File: src/design/u8cd_pkg.sv
// ----------------------------------------------------------------------------
// u8cd_pkg
// Shared types and constants for the UTF-8 code point decoder.
// ----------------------------------------------------------------------------
package u8cd_pkg;

    localparam int unsigned CpW = 21;

    // Byte class masks and match values
    localparam logic [7:0] AsciiMask  = 8'h80;
    localparam logic [7:0] Lead2Mask  = 8'he0;
    localparam logic [7:0] Lead2Val   = 8'hc0;
    localparam logic [7:0] Lead3Mask  = 8'hf0;
    localparam logic [7:0] Lead3Val   = 8'he0;
    localparam logic [7:0] Lead4Mask  = 8'hf8;
    localparam logic [7:0] Lead4Val   = 8'hf0;
    localparam logic [7:0] ContMask   = 8'hc0;
    localparam logic [7:0] ContVal    = 8'h80;

    // Payload masks
    localparam logic [7:0] Pay2Mask   = 8'h1f;
    localparam logic [7:0] Pay3Mask   = 8'h0f;
    localparam logic [7:0] Pay4Mask   = 8'h07;
    localparam logic [7:0] ContPayMask = 8'h3f;

    localparam logic [CpW-1:0] Replacement = 21'h00fffd;

    // Continuation bytes still needed after a lead byte
    localparam logic [1:0] Need2 = 2'd1;
    localparam logic [1:0] Need3 = 2'd2;
    localparam logic [1:0] Need4 = 2'd3;

    typedef struct packed {
        logic [7:0] byte_in;
        logic [1:0] bytes_after;
    } t_byte_item;

    typedef struct packed {
        logic [CpW-1:0] code_point;
        logic           replaced;
    } t_cp_item;

    typedef struct packed {
        logic [CpW-1:0] partial_value;
        logic [1:0]     bytes_pending;
        logic           dropping_rest;
    } t_dec_state;

    // Result of one decode step
    typedef struct packed {
        logic     emit;
        t_cp_item item;
    } t_step_res;

endpackage

File: src/design/u8cd_stream_if.sv
// ----------------------------------------------------------------------------
// u8cd_stream_if
// Valid/ready stream channel carrying one payload item per transfer.
// ----------------------------------------------------------------------------
interface u8cd_stream_if #(
    parameter type t_payload = logic
);
    logic     valid;
    logic     ready;
    t_payload payload;

    modport source (output valid, output payload, input ready);
    modport sink   (input valid, input payload, output ready);
endinterface

File: src/design/u8cd_step.sv
// ----------------------------------------------------------------------------
// u8cd_step
// Combinational decode of one byte against the current decoder state.
// ----------------------------------------------------------------------------
module u8cd_step (
    input  u8cd_pkg::t_byte_item i_item,
    input  u8cd_pkg::t_dec_state i_state,
    output u8cd_pkg::t_dec_state o_state,
    output u8cd_pkg::t_step_res  o_res
);

    logic       last;
    logic [7:0] b;
    logic [1:0] need;
    logic [7:0] lead_pay;
    logic       lead_ok;
    logic [1:0] pend_dec;
    logic [u8cd_pkg::CpW-1:0] shifted;

    assign b    = i_item.byte_in;
    assign last = (i_item.bytes_after == 2'd0);

    // Lead byte classification
    always_comb begin
        lead_ok  = 1'b1;
        need     = u8cd_pkg::Need2;
        lead_pay = b & u8cd_pkg::Pay2Mask;
        if ((b & u8cd_pkg::Lead2Mask) == u8cd_pkg::Lead2Val) begin
            need     = u8cd_pkg::Need2;
            lead_pay = b & u8cd_pkg::Pay2Mask;
        end else if ((b & u8cd_pkg::Lead3Mask) == u8cd_pkg::Lead3Val) begin
            need     = u8cd_pkg::Need3;
            lead_pay = b & u8cd_pkg::Pay3Mask;
        end else if ((b & u8cd_pkg::Lead4Mask) == u8cd_pkg::Lead4Val) begin
            need     = u8cd_pkg::Need4;
            lead_pay = b & u8cd_pkg::Pay4Mask;
        end else begin
            lead_ok  = 1'b0;
        end
    end

    assign shifted  = {i_state.partial_value[u8cd_pkg::CpW-7:0],
                       b[5:0] & u8cd_pkg::ContPayMask[5:0]};
    assign pend_dec = i_state.bytes_pending - 2'd1;

    // Next state and result
    always_comb begin
        o_state                = i_state;
        o_res.emit             = 1'b0;
        o_res.item.code_point  = u8cd_pkg::Replacement;
        o_res.item.replaced    = 1'b1;
        if (i_state.dropping_rest) begin
            // rest of a short string is discarded
        end else if (i_state.bytes_pending == 2'd0) begin
            if ((b & u8cd_pkg::AsciiMask) == 8'h00) begin
                o_res.emit            = 1'b1;
                o_res.item.code_point = {{(u8cd_pkg::CpW-8){1'b0}}, b};
                o_res.item.replaced   = 1'b0;
            end else if (!lead_ok) begin
                o_res.emit = 1'b1;
            end else if (i_item.bytes_after < need) begin
                // short string: flag it and swallow what is left
                o_res.emit            = 1'b1;
                o_state.partial_value = '0;
                o_state.bytes_pending = 2'd0;
                o_state.dropping_rest = !last;
            end else begin
                o_state.partial_value = {{(u8cd_pkg::CpW-8){1'b0}}, lead_pay};
                o_state.bytes_pending = need;
            end
        end else if ((b & u8cd_pkg::ContMask) != u8cd_pkg::ContVal) begin
            // broken sequence
            o_res.emit            = 1'b1;
            o_state.partial_value = '0;
            o_state.bytes_pending = 2'd0;
        end else begin
            o_state.partial_value = shifted;
            o_state.bytes_pending = pend_dec;
            if (pend_dec == 2'd0) begin
                o_res.emit            = 1'b1;
                o_res.item.code_point = shifted;
                o_res.item.replaced   = 1'b0;
                o_state.partial_value = '0;
            end else if (last) begin
                // sequence cut off by the string end
                o_res.emit = 1'b1;
            end
        end
        // string end clears everything
        if (last) begin
            o_state.partial_value = '0;
            o_state.bytes_pending = 2'd0;
            o_state.dropping_rest = 1'b0;
        end
    end

endmodule

File: src/design/utf8_codepoint_decoder.sv
// ----------------------------------------------------------------------------
// utf8_codepoint_decoder
// Streaming UTF-8 decoder: one byte in per transfer, one code point out per
// completed character.
// ----------------------------------------------------------------------------
// Takes one byte per clock while the result side does not stall: a byte is
// registered on input, decoded combinationally against the sequence state,
// and the code point lands in the result register, from which it transfers
// out. The state update (partial value shift plus pending count) sets the
// rate of one byte per cycle. Lead bytes that open a sequence and bytes
// dropped after a short string give no result. Errors give U+FFFD with
// replaced set. Backpressure from the result side stalls the input register,
// which can still take one byte while a finished result waits.
module utf8_codepoint_decoder (
    input  logic i_clk,
    input  logic i_rst_n,
    u8cd_stream_if.sink   i_in,
    u8cd_stream_if.source o_out
);

    logic                  r_in_valid;
    u8cd_pkg::t_byte_item  r_in_item;
    u8cd_pkg::t_dec_state  r_state;
    u8cd_pkg::t_dec_state  n_state;
    u8cd_pkg::t_step_res   step_res;
    logic                  r_out_valid;
    u8cd_pkg::t_cp_item    r_out_item;
    logic                  advance;

    // Decode stage moves when the result register is free or being drained
    assign advance    = r_in_valid && (!r_out_valid || o_out.ready);
    assign i_in.ready = !r_in_valid || advance;

    // Input register
    always_ff @(posedge i_clk) begin
        if (!i_rst_n) begin
            r_in_valid <= 1'b0;
        end else if (i_in.ready) begin
            r_in_valid <= i_in.valid;
        end
        if (i_in.ready && i_in.valid) begin
            r_in_item <= i_in.payload;
        end
    end

    u8cd_step u_step (
        .i_item  (r_in_item),
        .i_state (r_state),
        .o_state (n_state),
        .o_res   (step_res)
    );

    // Sequence state
    always_ff @(posedge i_clk) begin
        if (!i_rst_n) begin
            r_state <= '0;
        end else if (advance) begin
            r_state <= n_state;
        end
    end

    // Result register
    always_ff @(posedge i_clk) begin
        if (!i_rst_n) begin
            r_out_valid <= 1'b0;
        end else if (advance) begin
            r_out_valid <= step_res.emit;
        end else if (o_out.ready) begin
            r_out_valid <= 1'b0;
        end
        if (advance && step_res.emit) begin
            r_out_item <= step_res.item;
        end
    end

    assign o_out.valid   = r_out_valid;
    assign o_out.payload = r_out_item;

endmodule

File: src/flat_wrapper.sv
// flat-port wrapper written by rule: the top's interface ports become plain ports
module utf8_codepoint_decoder_flat 
  (i_clk, i_rst_n, i_in_valid, i_in_payload, i_in_ready, o_out_valid, o_out_payload, o_out_ready);
  u8cd_stream_if #(.t_payload(u8cd_pkg::t_byte_item)) i_in_i ();
  u8cd_stream_if #(.t_payload(u8cd_pkg::t_cp_item)) o_out_i ();
  input  logic i_clk;
  input  logic i_rst_n;
  input wire logic [$bits(i_in_i.valid)-1:0] i_in_valid;
  input wire logic [$bits(i_in_i.payload)-1:0] i_in_payload;
  output wire logic [$bits(i_in_i.ready)-1:0] i_in_ready;
  output wire logic [$bits(o_out_i.valid)-1:0] o_out_valid;
  output wire logic [$bits(o_out_i.payload)-1:0] o_out_payload;
  input wire logic [$bits(o_out_i.ready)-1:0] o_out_ready;
  assign i_in_i.valid = i_in_valid;
  assign i_in_i.payload = i_in_payload;
  assign i_in_ready = i_in_i.ready;
  assign o_out_valid = o_out_i.valid;
  assign o_out_payload = o_out_i.payload;
  assign o_out_i.ready = o_out_ready;
  utf8_codepoint_decoder u_core (.i_clk(i_clk), .i_rst_n(i_rst_n), .i_in(i_in_i), .o_out(o_out_i));
endmodule
File: config.mk
export PLATFORM = sky130hd
export DESIGN_NAME = utf8_codepoint_decoder_flat
export DESIGN_NICKNAME = d
export VERILOG_FILES = /design/src/design/u8cd_pkg.sv /design/src/design/u8cd_stream_if.sv /design/src/design/u8cd_step.sv /design/src/design/utf8_codepoint_decoder.sv /design/src/flat_wrapper.sv
export SDC_FILE = /design/constraint.sdc
export NUM_CORES = 1
export LEC_CHECK = 0
export BUFFER_PORTS_ARGS = -buffer_cell sky130_fd_sc_hd__clkbuf_2
export CORE_MARGIN = 1
export CORE_UTILIZATION = 54
export CTS_CLUSTER_SIZE = 24
export DETAILED_ROUTE_END_ITERATION = 16
export GPL_TIMING_DRIVEN = 0
export PLACE_DENSITY = 0.84
export SKIP_CTS_REPAIR_TIMING = 1
export SLEW_MARGIN = 20
export SYNTH_ARGS = -nofsm -noshare
export SYNTH_HDL_FRONTEND = slang
export SYNTH_SLANG_ARGS = --single-unit
File: constraint.sdc
create_clock -name i_clk -period 4.8 [get_ports i_clk]
set_clock_uncertainty 0.2 [all_clocks]
set_input_delay 0.48 -clock i_clk [delete_from_list [all_inputs] [get_ports i_clk]]
set_output_delay 0.48 -clock i_clk [all_outputs]
set_load 0.005 [all_outputs]
==> results of run 1 <==
## cell type report
class | count | share of cell area, %
Sequential cell | 52 | 55.9
Multi-Input combinational cell | 93 | 26.3
Timing Repair Buffer | 39 | 8.02
Clock buffer | 5 | 2.83
Clock inverter | 3 | 2.83
Tap cell | 46 | 2.36
Inverter | 6 | 0.925
Buffer | 5 | 0.874
## stage by stage
step	power [mW]	TNS [ps]	std cells	utilization, %
3_3_place_gp	0.565	-5770	239	65.8
5_1_grt	0.941	0	249	70.2
3_5_place_dp	0.569	0	241	66.2
6_report	0.909	0	249	70.2
4_1_cts	0.912	0	249	70.2
2_1_floorplan	0.544	0	156	-
## routing by layer
metal,global-route usage (%),part of all wire (%)
met1,22.5,42
met2,33.5,51
met3,4.89,5.0
met4,6.82,2.1
met5,0,0
## state kept, by name, summed over array words and instances, names as in the netlist
signal                count
u_core.r_in_valid         1
u_core.o_out.valid        1
u_core.r_in_item         10
u_core.r_state           18
u_core.o_out.payload     22
## how the worst max path moves through the flow
stage                             startpoint                                     to  slack, ps
5_1_grt        u_core.r_in_item[6]$_DFFE_PP_  u_core.o_out.payload[5]$_SDFFCE_PP1P_       1120
4_1_cts        u_core.r_in_item[6]$_DFFE_PP_  u_core.o_out.payload[3]$_SDFFCE_PP1P_       1300
3_5_place_dp   u_core.r_in_item[6]$_DFFE_PP_  u_core.o_out.payload[5]$_SDFFCE_PP1P_       1310
2_1_floorplan  u_core.r_in_item[6]$_DFFE_PP_  u_core.o_out.payload[0]$_SDFFCE_PP1P_        420
3_3_place_gp   u_core.r_in_item[6]$_DFFE_PP_  u_core.o_out.payload[5]$_SDFFCE_PP1P_       -260
6_report       u_core.r_in_item[6]$_DFFE_PP_  u_core.o_out.payload[3]$_SDFFCE_PP1P_       1340
## worst max-delay path, cell delays in order, from the launching register on
cell      delay [ps]
edfxtp_1         480
nand2_1          100
nand4_1          140
ha_1             280
or2_2            280
o22ai_1          300
nor2_1           120
nor4_2           670
buf_2            330
buf_2            260
## cell usage in the layout, fill, tap and decap left out, types with 4 or more instances in the layout
cell	netlist	layout
nand2_1	18	18
inv_1	6	6
a21oi_1	5	5
buf_2	2	4
clkbuf_2	0	37
edfxtp_1	32	32
dfxtp_1	20	20
clkbuf_8	0	5
a22o_1	14	14
nor2_1	8	8
and2_1	7	7
nand2b_1	9	9
## cell families (layout without fill, tap and decap cells)
family | after synthesis | in the layout | synth area share, %
AND/OR/NAND/NOR | 56 | 56 | 14.9
flip-flops | 52 | 52 | 66.8
adder cells (fa/ha/maj) | 3 | 3 | 1.84
AO/OA/AOI/OAI | 34 | 34 | 14.3
buffers and inverters | 11 | 58 | 2.15
## power groups by stage
stage               registers (mW)  clock network, mW  logic, mW
finish                       0.502              0.350     0.0575
global route                 0.504              0.374     0.0638
CTS                          0.502              0.352     0.0577
detailed placement           0.512                  0     0.0571
global placement             0.512                  0     0.0535
floorplan                    0.512                  0     0.0317
==> metrics.txt, run 1 <==
total track usage=19.1%; run status=completed; drt via density=5.54; EDFF count, synth=32; number of global-route vias before repair=1306; RR Endpoint=u_core.o_out.payload[3]$_SDFFCE_PP1P_; Reg2Reg Launch Point=u_core.r_in_item[6]$_DFFE_PP_; PD cells=373 mW/mm2; clk root buf=clkbuf_8; row cnt=21; Worst R2R Path Depth=9; post-synth top area cell=edfxtp_1; Mean Syn Cell Area=13.1 um2; Yosys cell types=33; WP data arrival=3260 ps; startpoint types=register; WL/cell=13.8 um; Sw Ratio=20.1%; R2R Setup Slk=1340 ps; HP Class=input port to register; Ports=38; P_leak=0.952 nW; Reg area=0.00136 mm2; Switch Pwr=183 uW; Reg clk slew, reported paths=90 ps; max-cap violation count=0; Synth warnings=0; period utilization=72.1%; Comb power frac=6.3%; Num CTS Buffers=5; fin nets=219; Final Hold Vio Count=0; Seq pwr share=55.2%; Placement Cell Area=0.00230 mm2; prevailing post-synth register cell=edfxtp_1; die area=0.00402 mm2; 1st-pass router iterations=4; worst setup path category=register to register; gpl congestion=0.901; Critical Path RT=4600 ps; RSZ-0062 raised after global routing=no; Final Critical Period=3460 ps; FFs w/ async S/R, synth=0%; Max VDD drop=388 uV; pin count of the biggest net entering global routing=18; design area=0.00243 mm2; clock share of power=38.5%; Achievable Freq=289 MHz; instance count of the mapped netlist=156; htree depth=2; initial antenna violation count=0; WL final=3440 um; multi-input logic area=639 um2; WHS Path Cells=1; Slew @ Worst Pin=698 ps; post-DP HPWL=2480 um; Hold Path Sink=u_core.r_in_item[1]$_DFFE_PP_; Starting Density=58.8%; relative slew slack=53.1%; top cells by count, synth=edfxtp_1 (32), dfxtp_1 (20), nand2_1 (18); layout cells sized above 1=28.1%; Setup WS pre-CTS=1310 ps; DR DRC count=0; first-pass GRT wire length=5820 um; die span in y=63.4 um; die width=63.4 um; Worst Setup End Kind=register; final setup margin=1340 ps; Antenna Nets Post-Route=0; CTS tree=built; Worst Hold Launch=i_in_payload[1]; worst skew pair latency=300 ps; Min Hold Slack=146 ps; Synth area leaders=edfxtp_1 (47%), dfxtp_1 (20%), a22o_1 (6.0%); Sink Count=52; area delta synth->final=19.5%; PortBufs=37; drt initial violations=67; Synth top area share=47.1%; Clock Tree Buf Depth=2; Mapped Area=0.00204 mm2; Diodes inserted=0; count leader, synth=edfxtp_1; FILL cells=242; Core ar.=0.00347 mm2; fin. max-slew vios=0; post-synthesis sequential area ratio=66.8%; Post-Syn Nets=173; Synth Register Bits=52; Pint=726 uW; DR vias=1379; Final Setup Violations=0; CP Max Fanout=9; total grt overflow=0
No activity file was read; power rests on OpenSTA's default activity.
==> run 2, diff against run 1 <==
--- a/config.mk
+++ b/config.mk
@@ -7,11 +7,11 @@
 export LEC_CHECK = 0
 export BUFFER_PORTS_ARGS = -buffer_cell sky130_fd_sc_hd__clkbuf_2
 export CORE_MARGIN = 1
-export CORE_UTILIZATION = 54
+export CORE_UTILIZATION = 49
 export CTS_CLUSTER_SIZE = 24
 export DETAILED_ROUTE_END_ITERATION = 16
 export GPL_TIMING_DRIVEN = 0
-export PLACE_DENSITY = 0.84
+export PLACE_DENSITY = 0.81
 export SKIP_CTS_REPAIR_TIMING = 1
 export SLEW_MARGIN = 20
 export SYNTH_ARGS = -nofsm -noshare
==> constraint.sdc (replaced) <==
create_clock -name i_clk -period 2.9 [get_ports i_clk]
set_clock_uncertainty 0.2 [all_clocks]
set_input_delay 0.29 -clock i_clk [delete_from_list [all_inputs] [get_ports i_clk]]
set_output_delay 0.29 -clock i_clk [all_outputs]
set_load 0.005 [all_outputs]
==> run 2 against run 1 <==
Fmax grew 28%. Sequential cell count unchanged. Utilization down 5.8 points. Clock power is 41% higher. Die area increased by 9.9%. Critical endpoint is now u_core.o_out.payload[5]$_SDFFCE_PP1P_. Highest routed layer unchanged.
==> metrics.txt, run 2 (same netlist as run 1, synthesis figures left out) <==
relative slew slack=53.7%; die area=0.00442 mm2; Final Setup Violations=0; P_leak=1.01 nW; Reg clk slew, reported paths=90 ps; drt initial violations=42; total grt overflow=0; Num CTS Buffers=5; CP max-delay cell=edfxtp_1; commonest non-fill, non-tap cell in the layout=clkbuf_2; cells along the critical path=nand2_1 > nand4_1 > ha_1 > or2_2 > o22ai_2 > nor2_1 > nor4_4 > buf_4 > buf_6; first-pass GRT wire length=5640 um; Setup WS pre-CTS=-63.5 ps; Diodes inserted=0; post-DP HPWL=2550 um; layout cells sized above 1=28.4%; Ports=38; gpl congestion=0.857; max-cap violation count=0; Final Hold Vio Count=0; number of buffers and inverters on the critical path=2; Clock Tree Buf Depth=2; pin count of the biggest net entering global routing=17; row cnt=23; most frequent cells in the layout=clkbuf_2 (37), edfxtp_1 (32), dfxtp_1 (20); die span in y=66.5 um; total track usage=18.1%; Critical Path RT=2720 ps; Final Critical Period=2700 ps; WP data arrival=2520 ps; Worst Setup End Kind=register; final setup margin=198 ps; HP Class=input port to register; Core ar.=0.00400 mm2; initial antenna violation count=0; RSZ-0062 raised after global routing=no; DR DRC count=0; fin nets=234; worst setup path category=register to register; Antenna Nets Post-Route=0; Final Core Density=64.4%; Achievable Freq=370 MHz; period utilization=93.2%; clk root buf=clkbuf_8; 1st-pass router iterations=4; DR vias=1410; CP Max Fanout=14; area delta synth->final=26.3%; fin. max-slew vios=0; Starting Density=51.0%; drt via density=5.26; number of global-route vias before repair=1268; worst skew pair latency=300 ps; PortBufs=37; run status=completed; Sink Count=52; Slew @ Worst Pin=695 ps; die width=66.5 um; WL/cell=13.7 um; Max VDD drop=405 uV; CTS tree=built; htree depth=2; PD cells=559 mW/mm2; CP top delay family=simple AND/OR/NAND/NOR gates; WL final=3660 um; max reg flops=22; startpoint types=register; Crit path largest cell delay=480 ps
==> run 2: cell types whose count changed in the layout (fill, tap and decap cells not counted), sizes merged <==
cell and change:
buf +5, bufinv -1, clkbuf +1, dlygate4sd3 +10
==> run 2: power breakdown <==
group | switching [mW] | internal (mW) | total (mW)
Combinational | 0.0607 | 0.0567 | 0.117
Sequential | 0.0143 | 0.816 | 0.830
Clock | 0.232 | 0.261 | 0.493
Total | 0.307 | 1.13 | 1.44
==> run 2: area by class of cell <==
cell class / instances / area (um2)
Clock buffer: 6 / 72.6
Sequential cell: 52 / 1360
Clock inverter: 2 / 38.8
Multi-Input combinational cell: 93 / 654
Fill cell: 313 / 1430
Inverter: 6 / 22.5
Buffer: 5 / 21.3
Timing Repair Buffer: 54 / 342
Tap cell: 50 / 62.6
==> run 2: worst reg2reg max path, stage by stage, from the launching register on <==
cell and delay, ps:
edfxtp_1 480, nand2_1 90, nand4_1 150, ha_1 290
or2_2 290, o22ai_2 190, nor2_1 120, nor4_4 220
buf_4 200, buf_6 190
==> run 2: routing by layer <==
layer / wire, um / global-route usage (%)
met1: 1590 / 20.7
met2: 1890 / 29.8
met3: 140 / 5.82
met4: 32 / 9.57
met5: 0 / 0
==> run 2: worst paths after layout <==
check / end / slack (ps) / from / cells past startpoint
hold / removal: u_core.r_in_valid$_SDFFE_PN0N_ / 20 / i_in_valid / 3
setup / recovery: u_core.o_out.payload[5]$_SDFFCE_PP1P_ / 200 / u_core.r_in_item[6]$_DFFE_PP_ / 9
setup reg to reg: u_core.o_out.payload[5]$_SDFFCE_PP1P_ / 200 / u_core.r_in_item[6]$_DFFE_PP_ / 9
hold reg to reg: u_core.r_state[2]$_SDFFE_PN0P_ / 270 / u_core.r_state[2]$_SDFFE_PN0P_ / 1
==> run 2: through the flow <==
step / hold WS [ps] / std cells / TNS, ps / cell area [um2] / power [mW]
after floorplan: 189 / 156 / 0 / 2050 / 0.901
after global placement: 249 / 243 / -7030 / 2300 / 0.938
after detailed placement: 257 / 244 / -880 / 2310 / 0.944
after CTS: -57.7 / 252 / -1030 / 2420 / 1.44
after global routing: 21.3 / 268 / 0 / 2570 / 1.49
final: 18.5 / 268 / 0 / 2570 / 1.44
